--- config.mk ---
export PLATFORM = sky130hd
export DESIGN_NAME = spq_cell
export DESIGN_NICKNAME = d
export VERILOG_FILES = /design/src/sv/spq_pkg.sv /design/src/sv/spq_cell.sv
export SDC_FILE = /design/constraint.sdc
export NUM_CORES = 1
export LEC_CHECK = 0
export BUFFER_PORTS_ARGS = -buffer_cell sky130_fd_sc_hd__buf_2
export CORE_MARGIN = 2
export CORE_UTILIZATION = 45
export CTS_CLUSTER_SIZE = 12
export DETAILED_ROUTE_END_ITERATION = 16
export PLACE_DENSITY = 0.9
export SETUP_SLACK_MARGIN = 0.02
export SYNTH_ARGS = -nofsm -noshare
export SYNTH_HDL_FRONTEND = slang
export SYNTH_SLANG_ARGS = --single-unit
--- constraint.sdc ---
create_clock -name clk -period 9.8 [get_ports clk]
set_input_delay 1.47 -clock clk [delete_from_list [all_inputs] [get_ports clk]]
set_output_delay 1.47 -clock clk [all_outputs]
set_load 0.005 [all_outputs]
--- src/sv/spq_pkg.sv ---
`timescale 1ns / 1ps

package spq_pkg;

  localparam int DEPTH = 64;
  localparam int CNT_W = $clog2(DEPTH + 1);
  localparam int IDX_W = $clog2(DEPTH);
  localparam int POS_W = 6;
  localparam int CAP_W = 7;
  localparam int CMP_W = (CNT_W > POS_W) ? CNT_W : POS_W;
  localparam int LIM_W = (CNT_W > CAP_W) ? CNT_W : CAP_W;

  typedef enum logic [2:0] {
    OP_ENQUEUE  = 3'd0,
    OP_DEQUEUE  = 3'd1,
    OP_PEEK     = 3'd2,
    OP_GET_POS  = 3'd3,
    OP_GET_PRIO = 3'd4,
    OP_CLEAR    = 3'd5
  } op_t;

  typedef enum logic [1:0] {
    ST_OK   = 2'd0,
    ST_FULL = 2'd1,
    ST_NONE = 2'd2
  } status_t;

  typedef enum logic {
    S_IDLE,
    S_SCAN
  } state_t;

  typedef enum logic [1:0] {
    CM_HOLD,
    CM_INSERT,
    CM_SHIFT
  } cell_mode_t;

  typedef struct packed {
    logic [2:0]         operation;
    logic [31:0]        item_data;
    logic signed [15:0] item_priority;
    logic [POS_W-1:0]   position;
  } req_t;

  typedef struct packed {
    status_t            status;
    logic [31:0]        out_data;
    logic signed [15:0] out_priority;
    logic [CAP_W-1:0]   entry_count;
  } rsp_t;

  typedef struct packed {
    logic signed [15:0] prio;
    logic [31:0]        word;
  } entry_t;

  typedef struct packed {
    cell_mode_t mode;
    entry_t     fresh;
  } cell_ctrl_t;

endpackage

--- src/sv/spq_cell.sv ---
`timescale 1ns / 1ps

module spq_cell (
  input  logic               clk,
  input  spq_pkg::cell_ctrl_t ctrl,
  input  logic               occupied,
  input  logic               left_ge,
  input  spq_pkg::entry_t    left_entry,
  input  spq_pkg::entry_t    right_entry,
  output spq_pkg::entry_t    entry,
  output logic               ge
);

  spq_pkg::entry_t entry_next;

  // entries at or above the new priority stay put; sorted order makes ge a prefix
  assign ge = occupied && (entry.prio >= ctrl.fresh.prio);

  always_comb begin
    entry_next = entry;
    case (ctrl.mode)
      spq_pkg::CM_INSERT: begin
        if (ge) begin
          entry_next = entry;
        end else if (left_ge) begin
          entry_next = ctrl.fresh;
        end else begin
          entry_next = left_entry;
        end
      end
      spq_pkg::CM_SHIFT: begin
        entry_next = right_entry;
      end
      default: begin
        entry_next = entry;
      end
    endcase
  end

  always_ff @(posedge clk) begin
    entry <= entry_next;
  end

endmodule
# Word-level counts from Yosys, hierarchy flattened
# Index checks and enable logic that the tools add are counted.
[classes]
magnitude_cmp = 1
eq_ne = 3
muxes = 3
reduce_logical = 3
[ops]
columns = ["cell", "n"]
rows = [
  ["two-way mux 48 bit", 2],
  ["one-hot mux 48 bit (2 select lines)", 1],
  ["greater-or-equal comparator 16 bit", 1],
  ["equality test 2 x 1 -> 1 bit, second input constant", 1],
  ["equality test 2 bit, second input constant", 1],
  ["inequality test 2 bit, second input constant", 1],
  ["AND reduction 2 bit", 1],
  ["nonzero test 2 bit", 1],
  ["logical AND 1 bit", 1],
]
[word_totals]
reg_bits = 48
output_inout_bits = 49
wordCells = 12

# Logic depth before layout (Yosys ltp)
# Gate-level depths: netlist of the first run.
[logic_depth]
word_depth = 4
depth_mapped = 7

# Worst setup path before layout of the first run
# No wires, ideal clock.
[synth_timing]
kind = "input port to flip-flop"
from = "in ctrl[33] (netlist name)"
to = "reg entry[0] (netlist name), enable pin"
setup_time_ns = 0.449
t_arrival_ns = 4.512
slack_ns = 4.839
path_stages = 7
path_cell_list = "inv_1 -> ha_1 -> nor2b_2 -> o211ai_1 -> a2111o_1 -> and3_1 -> a211oi_2"
[synth_between]
elab_chain_len = 4
[synth_rtl]
columns = ["item", "line", "rtl"]
rows = [
  ["start, declared", "spq_cell.sv:5", "input spq_pkg::cell_ctrl_t ctrl,"],
  ["greater-or-equal comparator 16 bit", "spq_cell.sv:17", "assign ge = occupied && (entry.prio >= ctrl.fresh.prio);"],
  ["logical AND 1 bit", "spq_cell.sv:17", ""],
  ["inequality test 2 bit (no line)", "--", ""],
  ["AND reduction 2 bit (no line)", "--", ""],
  ["end signal, assigned", "spq_cell.sv:41", "entry <= entry_next;"],
  ["end, declared", "spq_cell.sv:10", "output spq_pkg::entry_t entry,"],
]
# No other way between the ends.
# A chain may end at the register's enable or synchronous reset.

# Worst setup path after layout of the first run
[layout_timing]
from = "in ctrl[33] (netlist name)"
to = "out ge"
[layout_between]
elab_chain_len = 2
[layout_rtl]
columns = ["item", "line", "rtl"]
rows = [
  ["greater-or-equal comparator 16 bit", "spq_cell.sv:17", ""],
  ["logical AND 1 bit", "spq_cell.sv:17", ""],
  ["end, declared", "spq_cell.sv:11", "output logic ge"],
]
# No other way between the ends.

==> results of run 1 <==
cells by family after synthesis:
logic type | after synthesis
muxes | 48
xor gates and xnor gates | 1
adders and majority gates | 16
and+or+nand+nor | 63
DFF | 48
buffers and inverters | 36
AOI/OAI and AO/OA | 64
cell usage after synthesis:
library cell and n:
a2111o_1 1, a211oi_1 1, a211oi_2 1, a21oi_1 7
a311oi_1 1, and3_1 1, buf_2 6, buf_4 3
clkbuf_1 8, edfxtp_1 48, ha_1 16, inv_1 19
mux2i_1 48, nand2_1 52, nand4_1 4, nor2_1 1
nor2b_1 2, nor2b_2 1, nor3b_1 1, nor4_1 1
o211ai_1 1, o21ai_0 52, xnor2_1 1
stage by stage:
step	power (mW)	instance area, um2
4_1_cts	0.544	4040
3_5_place_dp	0.406	3930
6_report	0.538	4040
3_3_place_gp	0.398	3930
5_1_grt	0.567	4040
2_1_floorplan	0.336	2890
metal layers:
layer | global-route usage | up-vias
met5 | 0 | -
met4 | 0.0645 | 0
met3 | 0.0600 | 13
met2 | 0.412 | 122
met1 | 0.208 | 1213
li1 | - | 1370
path summary, 6_finish.rpt:
check	start	slack, ns	depth (start not counted)	endpoint
setup / recovery	ctrl[33]	5.35	9	ge
hold / removal	right_entry[28]	1.45	3	entry[28]
setup reg to reg	entry[39]	7.12	6	entry[26]
hold reg to reg	entry[47]	1.58	5	entry[42]
worst max-delay path, cell delays in order:
cell and delay, ns:
buf_2 0.09, inv_1 0.04, ha_1 0.28, nor2b_2 0.13, o211ai_1 0.08, a2111o_1 0.38
and3_1 0.22, a21oi_1 0.16, buf_2 0.13
power groups by stage:
stage	sequential, mW	clock (mW)	combinational (mW)
2_1_floorplan	0.276	0	0.0592
3_5_place_dp	0.272	0	0.134
4_1_cts	0.268	0.142	0.134
3_3_place_gp	0.271	0	0.128
6_report	0.267	0.138	0.132
5_1_grt	0.270	0.149	0.148
cell type report:
cell class              instances  area [um2]
fillers                       515        2240
well taps                      77        96.3
inverters                      19        71.3
clock buffers                   5        68.8
flip-flops and latches         48        1440
repair buffers                200        1010
multi-input cells             192        1310
clock inverters                 3        37.5
==> results.sh, run 1 <==
export IMPL_max_freq_ghz=0.225
export IMPL_seq_area_frac_synth=0.498
export IMPL_die_height_um=84.2
export IMPL_vias_per_cell=5.00
export IMPL_p_int_mw=0.398
export IMPL_io_pins=198
export IMPL_fin_crit_sh=0.454
export IMPL_final_setup_viol_count=0
export IMPL_power_density_nw_per_um2=133
export IMPL_whs_ns=1.45
export IMPL_drc_errors=0
export IMPL_synthesis_nets=441
export IMPL_arrival_ns=2.98
export IMPL_ys_top_cells_by_area="edfxtp_1 50%, mux2i_1 17%, o21ai_0 9.0%"
export IMPL_synthAdderAreaFrac=0.0692
export IMPL_ys_warn_count=0
export IMPL_tightest_slew_ns=0.795
export IMPL_start_kind="input port"
export IMPL_cp_required_ns=8.33
export IMPL_netlist_cell_type_count=23
export IMPL_clockBufferDepth=2
export IMPL_die_x_um=84.2
export IMPL_mostFrequentLayoutCell="buf_2"
export IMPL_yosys_area_share_simple=0.0917
export IMPL_cts_sinks=48
export IMPL_cts_tree="yes"
export IMPL_drt_initial_drc_count=96
export IMPL_yosys_mux_area_fraction=0.166
export IMPL_layout_setup_ws_ns=5.35
export IMPL_synth_cells=276
export IMPL_hold_violations=0
export IMPL_skew_ns=0.00647
export IMPL_drive_above_1_share=0.448
export IMPL_pre_cts_ws_ns=5.39
export IMPL_gp_congestion=0.835
export IMPL_swShare=0.260
export IMPL_synth_xor_area_frac=0.00303
export IMPL_clkTransAtPathRegs_ns=0.09
export IMPL_power_frac_comb=0.246
export IMPL_stdcell_count=544
export IMPL_ant_nets=0
export IMPL_crit_fanout=2
export IMPL_cts_made_buffers=5
export IMPL_crit_type="input port to output port"
export IMPL_setup_tns_ns=0
export IMPL_portBuffers=197
export IMPL_syn_area_per_cell_um2=10.5
export IMPL_wl_met1_um=2740
export IMPL_hpwl_um=5940
export IMPL_antenna_cells=0
export IMPL_grt_setup_unrepaired="false"
export IMPL_cp_end_kind="output port"
export IMPL_top_regs="entry (48)"
export IMPL_highest_layer="met4"
export IMPL_clockRootBuffer="clkbuf_8"
export IMPL_syn_area_um2=2890
export IMPL_cts_setup_buffers=0
export IMPL_dieArea_um2=7090
export IMPL_maxSlewViolCount=0
export IMPL_p_leak_nw=2.00
export IMPL_clkPwrFrac=0.257
export IMPL_synth_top_family_by_area="multiplexers"
export IMPL_wl_met3_um=621
export IMPL_placementRows=29
export IMPL_drv_cap=0
export IMPL_slew_headroom=0.470
export IMPL_largest_register_ffs=48
export IMPL_dp_cells=536
export IMPL_clk_latency_ns=0.29
export IMPL_wl_um=7560
export IMPL_synth_top_area_cell="edfxtp_1"
export IMPL_gr_total_overflow=0
export IMPL_route_met2_wl_um=4070
export IMPL_ys_ff_latch=48
export IMPL_grt_usage=0.209
export IMPL_finish_utilization=0.643
export IMPL_netSwitchingPower_mw=0.140
export IMPL_detail_route_wl_per_cell_um=13.9
export IMPL_first_pass_iters=4
export IMPL_final_net_count=631
export IMPL_start_util=0.461
export IMPL_cts_resized=0
export IMPL_antenna_found_initial=0
export IMPL_grt_max_degree=95
export IMPL_grt_pass1_vias=2747
export IMPL_cts_hold_buffers=0
export IMPL_hold_path_class="input port to flop"
export IMPL_synth_compound_area_share=0.119
export IMPL_status="finished clean"
export IMPL_route_vias_total=2718
export IMPL_area_growth_pct=39.5
export IMPL_min_period_ns=4.45
export IMPL_power_frac_seq=0.497
export IMPL_vdd_drop_max_mv=0.0882
export IMPL_layout_common_cells="197 x buf_2, 52 x nand2_1, 52 x o21ai_0"
export IMPL_ctsHtreeMaxLevel=2
export IMPL_synth_top_area_share=0.498
export IMPL_coreArea_um2=6280
export IMPL_regMostFlops="entry"
export IMPL_grt_pass1_wl_um=11900
No activity file was read; power rests on OpenSTA's default activity.
==> inputs of run 2 (changes only) <==
--- a/config.mk
+++ b/config.mk
@@ -7,10 +7,10 @@
 export LEC_CHECK = 0
 export BUFFER_PORTS_ARGS = -buffer_cell sky130_fd_sc_hd__buf_2
 export CORE_MARGIN = 2
-export CORE_UTILIZATION = 45
+export CORE_UTILIZATION = 42
 export CTS_CLUSTER_SIZE = 12
 export DETAILED_ROUTE_END_ITERATION = 16
-export PLACE_DENSITY = 0.9
+export PLACE_DENSITY = 0.85
 export SETUP_SLACK_MARGIN = 0.02
 export SYNTH_ARGS = -nofsm -noshare
 export SYNTH_HDL_FRONTEND = slang
==> constraint.sdc (replaced) <==
create_clock -name clk -period 4.2 [get_ports clk]
set_input_delay 0.63 -clock clk [delete_from_list [all_inputs] [get_ports clk]]
set_output_delay 0.63 -clock clk [all_outputs]
set_load 0.005 [all_outputs]
==> run 2 against run 1 <==
Setup slack got worse by 3.9 ns. Sequential power rose by 130%. Combinational power rose by 140%. Sequential cell count did not move. Clock-buffer cell count rose by 1. Critical path type unchanged.
==> results.sh, run 2 (same netlist as run 1, synthesis figures left out) <==
export IMPL_cp_endpoint="ge"
export IMPL_status="finished clean"
export IMPL_max_freq_ghz=0.358
export IMPL_maxSlewViolCount=0
export IMPL_clk_latency_ns=0.30
export IMPL_antenna_found_initial=0
export IMPL_vias_per_cell=4.95
export IMPL_grt_pass1_wl_um=11400
export IMPL_seqCellArea_um2=1440
export IMPL_clockBufferDepth=2
export IMPL_skew_ns=0.00951
export IMPL_drv_cap=0
export IMPL_whs_ns=0.604
export IMPL_stdcell_count=547
export IMPL_coreArea_um2=6720
export IMPL_startpoint="ctrl[33]"
export IMPL_dp_cells=540
export IMPL_gp_congestion=0.779
export IMPL_gr_total_overflow=0
export IMPL_cp_required_ns=3.57
export IMPL_slew_headroom=0.391
export IMPL_wl_um=7530
export IMPL_setup_tns_ns=0
export IMPL_final_setup_viol_count=0
export IMPL_grt_setup_unrepaired="false"
export IMPL_die_height_um=87.0
export IMPL_die_x_um=87.0
export IMPL_mostFrequentLayoutCell="buf_2"
export IMPL_reg2reg_to="entry[6]"
export IMPL_clockRootBuffer="clkbuf_8"
export IMPL_drt_initial_drc_count=84
export IMPL_cts_sinks=48
export IMPL_grt_max_degree=78
export IMPL_drive_above_1_share=0.450
export IMPL_fill_cells=600
export IMPL_crit_fanout=2
export IMPL_io_pins=198
export IMPL_rrSetupSlack_ns=1.73
export IMPL_layout_setup_ws_ns=1.41
export IMPL_top_regs="entry (48)"
export IMPL_tightest_slew_ns=0.914
export IMPL_grt_usage=0.194
export IMPL_r2r_cells=7
export IMPL_min_period_ns=2.79
export IMPL_cts_hold_buffers=0
export IMPL_start_util=0.431
export IMPL_placementRows=30
export IMPL_largest_register_ffs=48
export IMPL_cts_resized=0
export IMPL_hpwl_um=6010
export IMPL_cts_tree="yes"
export IMPL_cts_made_buffers=5
export IMPL_grt_pass1_vias=2641
export IMPL_hold_violations=0
export IMPL_route_vias_total=2707
export IMPL_first_pass_iters=4
export IMPL_hold_path_class="input port to flop"
export IMPL_regMostFlops="entry"
export IMPL_portBuffers=197
export IMPL_final_net_count=632
export IMPL_arrival_ns=2.16
export IMPL_layout_common_cells="197 x buf_2, 52 x nand2_1, 52 x o21ai_0"
export IMPL_drc_errors=0
export IMPL_power_density_nw_per_um2=297
export IMPL_r2r_start="entry[47]"
export IMPL_ant_nets=0
export IMPL_detail_route_wl_per_cell_um=13.8
export IMPL_p_leak_nw=1.99
export IMPL_antenna_cells=0
export IMPL_fin_crit_sh=0.665
export IMPL_vdd_drop_max_mv=0.120
export IMPL_pre_cts_ws_ns=1.38
export IMPL_clkTransAtPathRegs_ns=0.08
export IMPL_area_growth_pct=38.9
export IMPL_multiInputGateArea_um2=1310
export IMPL_dieArea_um2=7570
export IMPL_crit_type="input port to output port"
export IMPL_start_kind="input port"
export IMPL_cts_setup_buffers=0
export IMPL_cp_end_kind="output port"
export IMPL_ctsHtreeMaxLevel=2
run 2: changes by cell type in the layout (fill, tap and decap cells not counted):
cell       before  now
clkinv_1        2    0
clkinv_2        0    1
bufinv_16       1    0
clkbuf_1        0    1
buf_4           3    4
run 2: cell type report:
type                       count  share of cell area
clock buffer                   6              0.0181
inverter                      19              0.0177
clock inverter                 1             0.00125
timing repair buffer         201               0.253
multi-input combinational    192               0.327
sequential                    48               0.359
tap                           80              0.0249
run 2: worst min-delay path by stage:
| stage | startpoint | to | slack [ns] | cells past startpoint |
|---|---|---|---|---|
| CTS | right_entry[15] | entry[15] | 0.60 | 3 |
| detailed placement | right_entry[18] | entry[18] | 0.91 | 3 |
| floorplan | right_entry[0] | entry[0] | 0.82 | 2 |
| global placement | right_entry[18] | entry[18] | 0.91 | 3 |
| finish | right_entry[15] | entry[15] | 0.60 | 3 |
| global route | right_entry[10] | entry[10] | 0.61 | 3 |
run 2: critical path, stage by stage:
cell,delay [ns]
buf_2,0.09
inv_1,0.04
ha_1,0.29
nor2b_2,0.13
o211ai_1,0.08
a2111o_1,0.39
and3_1,0.22
a21oi_1,0.15
buf_2,0.14
run 2: where the power goes:
group / internal, mW / switching, mW / total [mW] / leakage (nW)
clock network: 0.113 / 0.145 / 0.259 / 0.0410
registers: 0.605 / 0.0175 / 0.622 / 0.465
logic: 0.151 / 0.160 / 0.311 / 1.48
run 2: metal layers:
layer / up-vias / global-route usage / part of all wire
li1: 1371 / - / -
met1: 1201 / 0.201 / 0.37
met2: 123 / 0.366 / 0.53
met3: 12 / 0.0550 / 0.084
met4: 0 / 0.0710 / 0.016
met5: - / 0 / 0
run 2: metrics by stage:
| stage | utilization | total power [mW] | area [um2] |
|---|---|---|---|
| floorplan | - | 0.783 | 2890 |
| global placement | 0.587 | 0.932 | 3940 |
| detailed placement | 0.587 | 0.949 | 3940 |
| CTS | 0.598 | 1.21 | 4020 |
| global route | 0.598 | 1.26 | 4020 |
| finish | 0.598 | 1.19 | 4020 |
